$ cat config.mk
export PLATFORM = sky130hd
export DESIGN_NAME = round_robin_time_slice_scheduler
export DESIGN_NICKNAME = d
export VERILOG_FILES = /design/src/design/rrts_pkg.sv /design/src/design/round_robin_time_slice_scheduler.sv
export SDC_FILE = /design/constraint.sdc
export NUM_CORES = 1
export LEC_CHECK = 0
export ABC_AREA = 1
export CAP_MARGIN = 10
export CORE_MARGIN = 5
export CORE_UTILIZATION = 35
export DETAILED_ROUTE_END_ITERATION = 7
export DONT_BUFFER_PORTS = 1
export GPL_ROUTABILITY_DRIVEN = 1
export SYNTH_ARGS = -nofsm -noshare
export SYNTH_HDL_FRONTEND = slang
export SYNTH_SLANG_ARGS = --single-unit
export TNS_END_PERCENT = 10
$ cat constraint.sdc
create_clock -name clk_i -period 8.9 [get_ports clk_i]
set_input_delay 0 -clock clk_i [delete_from_list [all_inputs] [get_ports clk_i]]
set_output_delay 0 -clock clk_i [all_outputs]
set_load 0.02 [all_outputs]
$ cat src/design/rrts_pkg.sv
// Shared types and constants for the round-robin time-slice scheduler.
// No dependencies.
`timescale 1ns / 1ps

package rrts_pkg;

  localparam int ID_W       = 4;
  localparam int RT_W       = 16;
  localparam int SLICE_W    = 8;
  localparam int QCNT_W     = 5;
  localparam int TIME_W     = 16;
  localparam int IN_TDATA_W = 24;
  localparam int OUT_TDATA_W = 32;

  localparam logic [SLICE_W-1:0] SLICE_RESET = 8'd4;
  localparam logic [SLICE_W-1:0] SLICE_MAX   = 8'hFF;

  typedef enum logic {
    OP_TICK   = 1'b0,
    OP_ARRIVE = 1'b1
  } op_e;

  // Input word, lowest field in the lowest bits.
  typedef struct packed {
    logic [3:0]      pad;
    logic [RT_W-1:0] job_len;
    logic [ID_W-1:0] task_id;
  } in_word_t;

  // Result word, lowest field in the lowest bits.
  typedef struct packed {
    logic [1:0]        pad;
    logic [TIME_W-1:0] current_time;
    logic [QCNT_W-1:0] queue_count;
    logic              rejected;
    logic              first_dispatch;
    logic              context_switch;
    logic              task_done;
    logic              cpu_busy;
    logic [ID_W-1:0]   running_task;
  } res_word_t;

endpackage

$ cat src/design/round_robin_time_slice_scheduler.sv
// Round-robin time-slice scheduler, one word per cycle in and out unless the result stream stalls.
// The result register makes the result valid in the cycle after the input is accepted.
// All tick/arrival work is one combinational pass
// over the queue pointers, the remaining-time store and the task flags.
// Reset (rst_ni low, async): queue empty, no task active, CPU idle, time 0,
// slice length 4. Queue and remaining-time entries are not cleared.
`timescale 1ns / 1ps

module round_robin_time_slice_scheduler #(
  parameter int MAX_TASKS = 16
) (
  input  logic                                clk_i,
  input  logic                                rst_ni,
  // configuration: slice length in ticks
  input  logic                                cfg_we_i,
  input  logic [rrts_pkg::SLICE_W-1:0]        cfg_wdata_i,
  // input stream
  input  logic                                s_axis_tvalid,
  output logic                                s_axis_tready,
  // tdata: task_id[3:0], job_len[19:4], zero pad[23:20]
  input  logic [rrts_pkg::IN_TDATA_W-1:0]     s_axis_tdata,
  // tuser: op[0] (0 = tick, 1 = arrival)
  input  logic                                s_axis_tuser,
  // result stream
  output logic                                m_axis_tvalid,
  input  logic                                m_axis_tready,
  // tdata: running_task[3:0], cpu_busy[4], task_done[5], context_switch[6],
  //        first_dispatch[7], rejected[8], queue_count[13:9],
  //        current_time[29:14], zero pad[31:30]
  output logic [rrts_pkg::OUT_TDATA_W-1:0]    m_axis_tdata
);
  import rrts_pkg::*;

  // Only ids below both MAX_TASKS and the 4-bit id range can ever be stored,
  // so the queue and per-task stores are sized to that.
  localparam int NID   = (MAX_TASKS < (1 << ID_W)) ? MAX_TASKS : (1 << ID_W);
  localparam int IDX_W = $clog2(NID);
  localparam int CNT_W = $clog2(NID + 1);
  localparam logic [IDX_W-1:0] LAST_IDX = IDX_W'(NID - 1);
  localparam logic [CNT_W-1:0] FULL_CNT = CNT_W'(NID);
  localparam logic [8:0]       ID_LIMIT = 9'(MAX_TASKS);

  // Storage without reset: entries are read only after being written.
  logic [ID_W-1:0] fifo_q [NID];
  logic [RT_W-1:0] rem_q  [NID];

  // Control state
  logic [IDX_W-1:0]   head_q, head_d, tail_q, tail_d;
  logic [CNT_W-1:0]   count_q, count_d;
  logic [NID-1:0]     active_q, active_d, started_q, started_d;
  logic [ID_W-1:0]    cur_q, cur_d;
  logic               hold_q, hold_d;
  logic [SLICE_W-1:0] slice_q, slice_d;
  logic               rq_q, rq_d;
  logic [ID_W-1:0]    last_q, last_d;
  logic               last_vld_q, last_vld_d;
  logic [TIME_W-1:0]  tick_q, tick_d;
  logic [SLICE_W-1:0] tslice_q;

  // Result register
  logic               m_vld_q, m_vld_d;
  res_word_t          m_data_q, m_data_d;

  // Write ports
  logic               fifo_we, rem_we;
  logic [ID_W-1:0]    fifo_wdata;
  logic [IDX_W-1:0]   rem_widx;
  logic [RT_W-1:0]    rem_wdata;

  logic               accept;
  in_word_t           in_w;

  assign in_w          = in_word_t'(s_axis_tdata);
  // Output register frees up in the same cycle it is drained.
  assign s_axis_tready = !m_vld_q || m_axis_tready;
  assign accept        = s_axis_tvalid && s_axis_tready;
  assign m_axis_tvalid = m_vld_q;
  assign m_axis_tdata  = m_data_q;

  always_comb begin
    logic [IDX_W-1:0]   arr_idx;
    logic               reject;
    logic [SLICE_W-1:0] limit;
    logic               push;
    logic [CNT_W-1:0]   cnt1;
    logic               dispatch;
    logic [ID_W-1:0]    pop_id;
    logic [ID_W-1:0]    run_id;
    logic [IDX_W-1:0]   ridx;
    logic               busy;
    logic [RT_W-1:0]    rem_cur, rem_nxt;
    logic [SLICE_W-1:0] slice_base, slice_nxt;
    res_word_t          res;

    head_d     = head_q;
    tail_d     = tail_q;
    count_d    = count_q;
    active_d   = active_q;
    started_d  = started_q;
    cur_d      = cur_q;
    hold_d     = hold_q;
    slice_d    = slice_q;
    rq_d       = rq_q;
    last_d     = last_q;
    last_vld_d = last_vld_q;
    tick_d     = tick_q;
    fifo_we    = 1'b0;
    fifo_wdata = cur_q;
    rem_we     = 1'b0;
    rem_widx   = '0;
    rem_wdata  = in_w.job_len;
    res        = '0;

    arr_idx    = in_w.task_id[IDX_W-1:0];
    reject     = ({5'b0, in_w.task_id} >= ID_LIMIT) || (in_w.job_len == '0) ||
                 active_q[arr_idx] || (count_q >= FULL_CNT);

    // A zero slice behaves as one tick.
    limit      = (tslice_q == '0) ? SLICE_W'(1) : tslice_q;
    push       = rq_q && (count_q < FULL_CNT);
    cnt1       = count_q + CNT_W'(push);
    dispatch   = !hold_q && (cnt1 != '0);
    // Requeue into an empty queue: the head is the task just pushed.
    pop_id     = (count_q == '0) ? cur_q : fifo_q[head_q];
    run_id     = dispatch ? pop_id : cur_q;
    ridx       = run_id[IDX_W-1:0];
    busy       = dispatch || hold_q;
    rem_cur    = rem_q[ridx];
    rem_nxt    = (rem_cur != '0) ? rem_cur - RT_W'(1) : rem_cur;
    slice_base = dispatch ? '0 : slice_q;
    slice_nxt  = (slice_base != SLICE_MAX) ? slice_base + SLICE_W'(1) : slice_base;

    if (accept) begin
      if (s_axis_tuser == OP_ARRIVE) begin
        if (!reject) begin
          rem_we             = 1'b1;
          rem_widx           = arr_idx;
          rem_wdata          = in_w.job_len;
          active_d[arr_idx]  = 1'b1;
          started_d[arr_idx] = 1'b0;
          fifo_we            = 1'b1;
          fifo_wdata         = in_w.task_id;
          tail_d             = (tail_q == LAST_IDX) ? '0 : tail_q + IDX_W'(1);
          count_d            = count_q + CNT_W'(1);
        end
        res.rejected = reject;
      end else begin
        rq_d = 1'b0;
        // Put back the task preempted on the previous tick.
        if (push) begin
          fifo_we    = 1'b1;
          fifo_wdata = cur_q;
          tail_d     = (tail_q == LAST_IDX) ? '0 : tail_q + IDX_W'(1);
        end
        if (dispatch) begin
          head_d     = (head_q == LAST_IDX) ? '0 : head_q + IDX_W'(1);
          last_d     = pop_id;
          last_vld_d = 1'b1;
          started_d[ridx]      = 1'b1;
          res.first_dispatch   = !started_q[ridx];
          res.context_switch   = last_vld_q && (last_q != pop_id);
        end
        count_d = cnt1 - CNT_W'(dispatch);
        if (busy) begin
          rem_we    = 1'b1;
          rem_widx  = ridx;
          rem_wdata = rem_nxt;
          cur_d     = run_id;
          slice_d   = slice_nxt;
          hold_d    = 1'b1;
          if (rem_nxt == '0) begin
            res.task_done  = 1'b1;
            active_d[ridx] = 1'b0;
            hold_d         = 1'b0;
          end else if (slice_nxt >= limit) begin
            hold_d = 1'b0;
            rq_d   = 1'b1;
          end
          res.cpu_busy     = 1'b1;
          res.running_task = run_id;
        end
        tick_d = tick_q + TIME_W'(1);
      end
      res.queue_count  = QCNT_W'(count_d);
      res.current_time = tick_d;
    end

    m_data_d = accept ? res : m_data_q;
    if (accept) begin
      m_vld_d = 1'b1;
    end else if (m_axis_tready) begin
      m_vld_d = 1'b0;
    end else begin
      m_vld_d = m_vld_q;
    end
  end

  always_ff @(posedge clk_i) begin
    if (fifo_we) begin
      fifo_q[tail_q] <= fifo_wdata;
    end
    if (rem_we) begin
      rem_q[rem_widx] <= rem_wdata;
    end
    m_data_q <= m_data_d;
  end

  always_ff @(posedge clk_i or negedge rst_ni) begin
    if (!rst_ni) begin
      head_q     <= '0;
      tail_q     <= '0;
      count_q    <= '0;
      active_q   <= '0;
      started_q  <= '0;
      cur_q      <= '0;
      hold_q     <= 1'b0;
      slice_q    <= '0;
      rq_q       <= 1'b0;
      last_q     <= '0;
      last_vld_q <= 1'b0;
      tick_q     <= '0;
      tslice_q   <= SLICE_RESET;
      m_vld_q    <= 1'b0;
    end else begin
      head_q     <= head_d;
      tail_q     <= tail_d;
      count_q    <= count_d;
      active_q   <= active_d;
      started_q  <= started_d;
      cur_q      <= cur_d;
      hold_q     <= hold_d;
      slice_q    <= slice_d;
      rq_q       <= rq_d;
      last_q     <= last_d;
      last_vld_q <= last_vld_d;
      tick_q     <= tick_d;
      m_vld_q    <= m_vld_d;
      if (cfg_we_i) begin
        tslice_q <= cfg_wdata_i;
      end
    end
  end

endmodule

==> impl_metrics.json, run 1 <==
{
  "synth.avg_cell_area_sq_um": 9.23,
  "yosysWarnings": 0,
  "regArea_sq_mm": 0.0127,
  "area_growth_pct": 12.4,
  "finalNetCount": 2394,
  "cp_slowest_stage_delay_ns": 0.87,
  "ctsResizeCount": 0,
  "fin_cells": 3145,
  "layout-drive-gt1-share": 0.0694,
  "finalSetupViolations": 0,
  "crit_type": "flip-flop to flip-flop",
  "crit_fanout": 68,
  "finalSetupTns_ns": 0,
  "totalWireLength_um": 55300,
  "yosys_register_bits": 439,
  "cts_buffer_depth": 3,
  "drt_pass1_iterations": 6,
  "io_buffers": 0,
  "async_flop_share": 0.203,
  "antenna_found_initial": 0,
  "die-area_sq_mm": 0.0659,
  "vias_per_cell": 5.00,
  "synthTopCellsByArea": "edfxtp_1 (49%), nand2_1 (15%), dfrtp_1 (10%), inv_1 (3.6%), nand3_1 (3.1%)",
  "critPathArrivalTime_ns": 7.21,
  "fin_crit_sh": 0.757,
  "max-cap-violations": 0,
  "coreArea_sq_mm": 0.0604,
  "ant_nets": 0,
  "cp.required_ns": 9.37,
  "gp_congestion": 0.890,
  "ys_seq_area_frac": 0.598,
  "numCtsBuffers": 47,
  "fin_skew_ns": 0.0252,
  "multi_input_area_sq_mm": 0.00728,
  "end_kind": "flip-flop",
  "grt_overflow": 0,
  "cp_common_cell": "nand2_1",
  "grtUsageTotal": 0.163,
  "cts_tree": "built",
  "fin_crit_ns": 6.74,
  "synthCells": 2307,
  "drc_errors": 0,
  "worst_slew_pin_slew_ns": 1.27,
  "slew_violations": 0,
  "cts_root_buffer": "clkbuf_16",
  "rsz0062_at_grt": "no",
  "grt_pass1_vias": 15000,
  "start_util": 0.353,
  "dp_cells": 3031,
  "num_vias": 15700,
  "wl_per_cell_um": 17.6,
  "clock_latency_ns": 0.58,
  "boundaryPins": 72,
  "maxSlewHeadroom": 0.152,
  "yosysTopAreaCellShare": 0.493,
  "clkTransAtPathRegs_ns": 0.06,
  "cp-start-kind": "flip-flop",
  "die_h_um": 257,
  "num_rows": 90,
  "grt_max_degree": 90,
  "n_antenna_cell": 0,
  "synth_edf_count": 350,
  "htree_levels": 2,
  "synth_flop_cell": "edfxtp_1",
  "synth.distinct_cells": 53,
  "first_iter_violations": 1675,
  "cp_slowest_cell": "nand2_4",
  "num-fill-cells": 5914,
  "fmax_mhz": 148,
  "post_cts_buffers": 0,
  "dp_hpwl_um": 33500,
  "yosys.area.top_type": "edfxtp_1",
  "run_status": "complete, no violations",
  "synth_area_sq_mm": 0.0213,
  "dieWidth_um": 257,
  "grt_pass1_wl_um": 86200,
  "finalHoldViolCount": 0,
  "cts_num_sinks": 439,
  "hold_path_class": "input pin to flip-flop",
  "cts_hold_buffers": 32
}
[flip-flops by register name, summed over array words and instances (netlist names), 8 cells and up]
signal        flops
active_q         16
fifo_q           64
m_axis_tdata     30
rem_q           256
slice_q           8
started_q        16
tick_q           16
tslice_q          8
[layer usage]
metal | wire length, um | up-vias | part of all wire | track usage
met5 | 0 | - | 0 | 0
met4 | 1590 | 0 | 0.029 | 0.0503
met3 | 3420 | 102 | 0.062 | 0.0296
met2 | 25700 | 458 | 0.47 | 0.266
met1 | 24500 | 7509 | 0.44 | 0.224
li1 | - | 7642 | - | -
[cell usage after synthesis (all sizes together) (2+ instances only)]
cell and instances:
nand3 138, nor3 8, a31oi 6, o2bb2ai 2, ha 23, o31ai 6, nor4 10, xor2 22
a221oi 2, nand4 14, o221ai 2, a22oi 3, edfxtp 350, inv 217, xnor2 7, o211ai 5
or2 2, dfrtp 88, o22ai 17, nor2 174, a21oi 32, a41oi 2, o21bai 2, nand3b 64
o21a 2, nand2 882, a32o 2, o21ai 120, clkbuf 34, buf 60
[cell type report]
type / instances / share of cell area
Sequential cell: 439 / 0.532
Tap cell: 782 / 0.0409
Inverter: 218 / 0.0343
Multi-Input combinational cell: 1557 / 0.304
Clock inverter: 17 / 0.00899
Clock buffer: 62 / 0.0533
Timing Repair Buffer: 70 / 0.0260
[critical path, delay by kind of cell (launching register included)]
kind                     cells  cell delay (ns)
buffers and inverters        3             0.78
flip-flops                   1             0.41
AND/OR/NAND/NOR             27             4.87
adder cells (fa/ha/maj)      2             0.44
[cells in the final DEF, fill, tap and decap left out, types with 8 or more instances in the layout]
cell type	count
inv_2	11
o21ai_0	105
inv_1	204
dlygate4sd3_1	31
nor2_1	144
clkbuf_16	49
nand4_1	14
xor2_1	22
dfrtp_1	88
nand3_1	133
nor2_4	8
nand2_1	870
edfxtp_1	350
clkbuf_1	13
ha_1	23
nor3_1	8
nor4_1	10
a21oi_1	32
buf_4	38
o22ai_1	17
nand3b_1	64
o21ai_1	15
nor2_2	22
[stage by stage]
step | setup WS [ns] | hold WS, ns | instance area [sq um] | utilization
2_1_floorplan | 4.72 | -0.296 | 21300 | -
3_3_place_gp | 2.32 | -0.285 | 22100 | 0.366
3_5_place_dp | 2.21 | -0.285 | 22100 | 0.366
4_1_cts | 2.18 | 0.00215 | 23900 | 0.396
5_1_grt | 1.56 | 0.0569 | 23900 | 0.397
6_report | 2.16 | 0.00915 | 23900 | 0.397
[final timing paths]
path                                        start                      end  slack, ns  cells past startpoint
max in group asynchronous                  rst_ni    tick_q[0]$_DFFE_PN0P_       8.49                      2
hold / removal                   s_axis_tdata[13]    rem_q[7][9]$_DFFE_PP_      0.009                      2
min in group asynchronous                  rst_ni    head_q[0]$_DFFE_PN0P_       0.05                      2
hold reg to reg            last_vld_q$_DFFE_PN0P_   last_vld_q$_DFFE_PN0P_       0.46                      2
setup / recovery           count_q[4]$_DFFE_PN0P_  active_q[6]$_DFFE_PN0P_       2.16                     32
setup reg to reg           count_q[4]$_DFFE_PN0P_  active_q[6]$_DFFE_PN0P_       2.16                     32
[cells by family after synthesis]
group / share of synthesized area
buf+inv: 0.0624
fa+ha+maj: 0.0135
xor+xnor: 0.0119
compound gates: 0.0554
flops: 0.598
simple gates: 0.258
other cells: 0.000176
Power of run 1 is left out: the tool's default activity adds up to more than one toggle a clock period on the data nets, which glitch-free logic cannot reach.
==> run 2: changes to the inputs <==
ABC_AREA = 0   (was 1)
clock period = 6.4 ns   (was 8.9 ns; I/O delays follow)
==> run 2 against run 1 <==
  * Sequential share of layout area grew 2.8 points
  * Global-route usage down 1.1 points
  * Critical path depth decreased by 12
  * Via count fell by 24%
  * Wire length is 15% lower
  * Area after synthesis is 7.3% lower
  * Sequential cell count stayed put
  * Non-clock buffer count up 27
  * Critical path type unchanged
==> impl_metrics.json, run 2 <==
{
  "run_status": "complete, no violations",
  "post_cts_buffers": 0,
  "critPathArrivalTime_ns": 6.42,
  "gp_congestion": 0.892,
  "internal_power_mw": 7.42,
  "num_vias": 11900,
  "yosys.area.top_type": "edfxtp_1",
  "htree_levels": 2,
  "cts_buffer_depth": 3,
  "dp_cells": 2118,
  "finalSetupTns_ns": 0,
  "cts_root_buffer": "clkbuf_16",
  "grt_overflow": 0,
  "p_leak_nw": 8.10,
  "die-area_sq_mm": 0.0613,
  "synthCells": 1369,
  "crit_type": "flip-flop to flip-flop",
  "p_clk_frac": 0.224,
  "yosysWarnings": 0,
  "coreArea_sq_mm": 0.0562,
  "worst_slew_pin_slew_ns": 1.14,
  "regArea_sq_mm": 0.0127,
  "layout-drive-gt1-share": 0.179,
  "fin_skew_ns": 0.0175,
  "totalWireLength_um": 47200,
  "first_iter_violations": 881,
  "drt_pass1_iterations": 5,
  "synth.avg_cell_area_sq_um": 14.4,
  "ys_seq_area_frac": 0.645,
  "grtUsageTotal": 0.152,
  "numCtsBuffers": 46,
  "rsz0062_at_grt": "no",
  "grt_max_degree": 90,
  "regToRegStartpoint": "count_q[4]$_DFFE_PN0P_",
  "dieWidth_um": 247,
  "synth.most_common_cell": "edfxtp_1",
  "multi_input_area_sq_mm": 0.00656,
  "synthTopCellsByArea": "edfxtp_1 (53%), dfrtp_1 (11%), mux4_2 (4.6%), mux2i_1 (4.0%), nand2_1 (3.0%)",
  "clkTransAtPathRegs_ns": 0.06,
  "endpoint": "m_axis_tdata[5]$_SDFFCE_PP0P_",
  "synth_flop_cell": "edfxtp_1",
  "n_antenna_cell": 0,
  "vias_per_cell": 5.33,
  "async_flop_share": 0.203,
  "drc_errors": 0,
  "crit_fanout": 19,
  "switching_share": 0.379,
  "r2r_end": "m_axis_tdata[5]$_SDFFCE_PP0P_",
  "ant_nets": 0,
  "fin_crit_ns": 5.98,
  "wl_per_cell_um": 21.1,
  "fin_crit_sh": 0.934,
  "num_rows": 87,
  "finalHoldViolCount": 0,
  "synth_edf_count": 350,
  "antenna_found_initial": 0,
  "finalSetupViolations": 0,
  "slew_violations": 0,
  "boundaryPins": 72,
  "largest_reg_flops": 256,
  "finalNetCount": 1505,
  "cts_tree": "built",
  "fmax_mhz": 167,
  "num-fill-cells": 5211,
  "r2r_cells": 20,
  "io_buffers": 0,
  "cp.required_ns": 6.84,
  "dp_hpwl_um": 30000,
  "synth_area_sq_mm": 0.0197,
  "peakVddDrop_v": 0.000300,
  "max-cap-violations": 0,
  "synth_commonest_cells": "edfxtp_1 (350), nand2_1 (159), dfrtp_1 (88), mux2i_1 (78), nor2_1 (67)",
  "regMostFlops": "rem_q",
  "p_sw_mw": 4.52,
  "yosysTopAreaCellShare": 0.532,
  "clock_latency_ns": 0.58,
  "fin_cells": 2236,
  "synth.distinct_cells": 82,
  "grt_pass1_vias": 12000,
  "combPwrFrac": 0.453,
  "end_kind": "flip-flop",
  "final_cell_mix": "edfxtp_1 (350), nand2_1 (159), dfrtp_1 (88), mux2i_1 (77), buf_4 (60)",
  "cts_num_sinks": 439,
  "grt_pass1_wl_um": 72100,
  "die_h_um": 247,
  "cp-startpoint": "count_q[4]$_DFFE_PN0P_",
  "start_util": 0.351,
  "final_common_cell": "edfxtp_1",
  "area_growth_pct": 15.1,
  "reg2reg_setup_slack_ns": 0.42,
  "powerDensity_mw_per_mm2": 525,
  "p_seq_frac": 0.323,
  "yosys_register_bits": 439,
  "maxSlewHeadroom": 0.234,
  "hold_path_class": "input pin to async pin",
  "cp-start-kind": "flip-flop"
}
==> run 2: cell count changes after synthesis, sizes merged, moves of 78 or more <==
cell	delta
nor2	-107
nand3	-111
inv	-187
nand2	-723
mux2i	+78
==> run 2: timing repair <==
action / CTS / global route
endpoints found under the setup margin: 0 / 35
hold buffers: 34 / 0
hold endpoints to repair: 379 / 0
resized for setup: 0 / 7
==> run 2: final cells by class <==
type / instances / area share
clock buffers: 59 / 0.0546
clock inverters: 25 / 0.0116
inverters: 30 / 0.00496
multi-input cells: 830 / 0.288
flip-flops and latches: 439 / 0.561
well taps: 756 / 0.0416
repair buffers: 97 / 0.0382
==> run 2: metal layers <==
layer / global-route usage / wire [um] / vias to the layer above
met4: 0.0411 / 1030 / 0
met1: 0.219 / 21800 / 6059
li1: - / - / 5407
met3: 0.0274 / 2940 / 76
met5: 0 / 0 / -
met2: 0.239 / 21400 / 365
==> run 2: kinds of logic (layout without fill, tap and decap cells) <==
logic type / after synthesis / count (layout) / synth area share
flip-flops: 439 / 439 / 0.645
AND/OR/NAND/NOR: 368 / 368 / 0.0888
AO/OA/AOI/OAI: 208 / 208 / 0.0736
multiplexers: 173 / 173 / 0.124
buffers and inverters: 101 / 211 / 0.0286
XOR/XNOR: 56 / 56 / 0.0248
adder cells (fa/ha/maj): 23 / 23 / 0.0146
other: 1 / 2 / 0.000190
==> run 2: worst min path at each step <==
| stage | start | slack (ns) | endpoint |
|---|---|---|---|
| after global placement | rst_ni | -0.29 | active_q[0]$_DFFE_PN0P_ |
| after floorplan | rst_ni | -0.30 | active_q[0]$_DFFE_PN0P_ |
| final | rst_ni | 0.04 | tick_q[4]$_DFFE_PN0P_ |
| after detailed placement | rst_ni | -0.29 | active_q[2]$_DFFE_PN0P_ |
| after global routing | s_axis_tdata[3] | 0.06 | m_axis_tdata[8]$_SDFFCE_PN0P_ |
| after CTS | s_axis_tdata[14] | 0.02 | rem_q[1][10]$_DFFE_PP_ |
==> run 2: critical path, cell delays in order, from the launching register on <==
cell       delay [ns]
dfrtp_1          0.38
nor2b_1          0.17
ha_1             0.26
ha_1             0.31
nor3_1           0.09
a31o_2           0.27
a21o_2           0.30
o32a_4           0.46
mux4_2           0.44
a22oi_1          0.22
o221ai_1         0.27
inv_1            0.19
ha_1             0.16
inv_1            0.04
or4_1            0.60
nand4bb_2        0.38
a31o_2           0.31
a222oi_1         0.29
o2111a_1         0.26
buf_4            0.26
and2_1           0.16
==> run 2: per-stage QoR <==
| step | area [sq um] | setup slack [ns] | power [mW] | hold slack, ns | utilization |
|---|---|---|---|---|---|
| floorplan | 19700 | 0.224 | 7.71 | -0.296 | - |
| global placement | 20800 | 0.433 | 9.12 | -0.287 | 0.371 |
| detailed placement | 20800 | 0.150 | 9.20 | -0.287 | 0.371 |
| CTS | 22700 | 0.136 | 11.9 | 0.0197 | 0.404 |
| global route | 22700 | 0.0156 | 12.6 | 0.0560 | 0.405 |
| finish | 22700 | 0.421 | 11.9 | 0.0362 | 0.405 |
==> run 2: power by group through the flow <==
| stage | Clock, mW | Sequential, mW | Combinational [mW] |
|---|---|---|---|
| 2_1_floorplan | 0 | 3.80 | 3.91 |
| 3_3_place_gp | 0 | 3.90 | 5.22 |
| 3_5_place_dp | 0 | 3.91 | 5.29 |
| 4_1_cts | 2.74 | 3.85 | 5.35 |
| 5_1_grt | 2.86 | 3.89 | 5.84 |
| 6_report | 2.68 | 3.85 | 5.41 |
Note: power is estimated with default switching activity, not from simulation.
==> run 3: changes to the inputs <==
ABC_AREA = 1   (was 0)
CORE_UTILIZATION = 39   (was 35)
==> run 3 against run 2 <==
  * Utilization up 4.2 points
  * Non-clock buffer count down 11
  * Die area down 3.1%
  * Sequential cell count unchanged
  * Global-route usage up 3.3 points
  * Final area up 6.0%
  * Critical endpoint is now rem_q[8][6]$_DFFE_PP_
==> impl_metrics.json, run 3 (synthesized netlist as in run 1, its figures left out) <==
{
  "cp-start-kind": "flip-flop",
  "regToRegStartpoint": "count_q[4]$_DFFE_PN0P_",
  "gp_congestion": 0.948,
  "coreArea_sq_mm": 0.0539,
  "final_cell_mix": "nand2_1 (870), edfxtp_1 (350), inv_1 (204), nor2_1 (144), nand3_1 (133)",
  "ant_nets": 0,
  "run_status": "complete, no violations",
  "grt_overflow": 0,
  "antenna_found_initial": 1,
  "numCtsBuffers": 46,
  "clock_latency_ns": 0.59,
  "dieWidth_um": 244,
  "finalNetCount": 2409,
  "totalWireLength_um": 56000,
  "drc_errors": 0,
  "finalSetupViolations": 0,
  "area_growth_pct": 13.1,
  "grt_max_degree": 105,
  "io_buffers": 0,
  "reg2reg_setup_slack_ns": 0.80,
  "dp_hpwl_um": 33700,
  "cts_tree": "built",
  "final_common_cell": "nand2_1",
  "cts_buffer_depth": 3,
  "finalHoldViolCount": 0,
  "fin_crit_ns": 5.60,
  "crit_fanout": 23,
  "grt_pass1_vias": 15500,
  "r2r_end": "rem_q[8][6]$_DFFE_PP_",
  "fin_crit_sh": 0.875,
  "first_iter_violations": 1422,
  "fmax_mhz": 179,
  "num_rows": 85,
  "largest_reg_flops": 256,
  "grtUsageTotal": 0.186,
  "worst_slew_pin_slew_ns": 1.19,
  "crit_type": "flip-flop to flip-flop",
  "grt_pass1_wl_um": 88000,
  "ctsResizeCount": 0,
  "clkTransAtPathRegs_ns": 0.06,
  "maxSlewHeadroom": 0.204,
  "fin_skew_ns": 0.0217,
  "cts_root_buffer": "clkbuf_16",
  "vias_per_cell": 5.19,
  "regMostFlops": "rem_q",
  "cp.required_ns": 6.60,
  "layout-drive-gt1-share": 0.0755,
  "rsz0062_at_grt": "no",
  "die_h_um": 244,
  "cts_num_sinks": 439,
  "hold_path_class": "input pin to flip-flop",
  "num_vias": 16000,
  "htree_levels": 2,
  "slew_violations": 0,
  "boundaryPins": 72,
  "max-cap-violations": 0,
  "die-area_sq_mm": 0.0594,
  "start_util": 0.395,
  "critPathArrivalTime_ns": 5.80,
  "end_kind": "flip-flop",
  "r2r_cells": 26,
  "hold_path_depth": 2,
  "hold_end": "rem_q[3][1]$_DFFE_PP_",
  "drt_pass1_iterations": 5,
  "hold_start": "s_axis_tdata[5]",
  "finalSetupTns_ns": 0,
  "wl_per_cell_um": 18.1,
  "post_cts_buffers": 0
}
-- run 3: critical path, stage by stage, from the launching register on --
cell	delay, ns
dfrtp_1	0.40
nor2_1	0.15
ha_1	0.21
ha_1	0.23
nand2_1	0.07
nand2_1	0.10
inv_2	0.06
nand3_2	0.08
nor2_4	0.05
nor2_4	0.39
nand3_4	0.40
nand2_4	0.35
inv_2	0.23
nand2_1	0.12
nand2_1	0.06
nand2_1	0.05
nand2_1	0.06
nand2_1	0.05
nand2_1	0.11
nor2_4	0.22
ha_1	0.24
nand3_2	0.15
nor2_2	0.25
nand2_1	0.08
nand2_1	0.09
nand2_1	0.07
a21oi_1	0.92
-- run 3: metal layers --
layer  wire, um  vias up  GRT usage
met5          0        -          0
met4       1820        0     0.0636
met3       3880      117     0.0370
met2      25300      511      0.292
met1      25000     7711      0.259
li1           -     7694          -
-- run 3: worst max-delay path by stage --
stage                                       from                       to  slack, ns
after detailed placement  count_q[4]$_DFFE_PN0P_  rem_q[15][10]$_DFFE_PP_       0.79
after global placement    count_q[4]$_DFFE_PN0P_  rem_q[11][10]$_DFFE_PP_       1.01
after floorplan           count_q[4]$_DFFE_PN0P_    rem_q[0][0]$_DFFE_PP_       2.22
final                     count_q[4]$_DFFE_PN0P_    rem_q[8][6]$_DFFE_PP_       0.80
after CTS                 count_q[4]$_DFFE_PN0P_   rem_q[8][10]$_DFFE_PP_       0.77
after global routing      count_q[4]$_DFFE_PN0P_  rem_q[11][10]$_DFFE_PP_       0.20
-- run 3: what timing repair did --
action | in CTS | in global routing
hold buffers | 38 | 0
setup endpoints to repair | 0 | 0
endpoints found under the hold margin | 393 | 0
-- run 3: cell type report --
cell class | instances | area, sq um
Clock buffer | 61 | 1240
Fill cell | 5000 | 29800
Multi-Input combinational cell | 1557 | 7280
Clock inverter | 24 | 273
Timing Repair Buffer | 86 | 846
Sequential cell | 439 | 12700
Antenna cell | 7 | 17.5
Inverter | 218 | 821
Tap cell | 696 | 871
-- run 3: per-stage QoR --
step                cell area [sq um]  setup slack (ns)  utilization  hold slack (ns)  cells
finish                          24100             0.803        0.447           0.0651   3088
global route                    24100             0.204        0.446           0.0860   3082
CTS                             24100             0.773        0.446          0.00417   3079
detailed placement              22100             0.793        0.411           -0.292   2956
global placement                22100              1.01        0.411           -0.293   2956
floorplan                       21300              2.22            -           -0.296   2308
Power of run 3 is left out for the same reason.
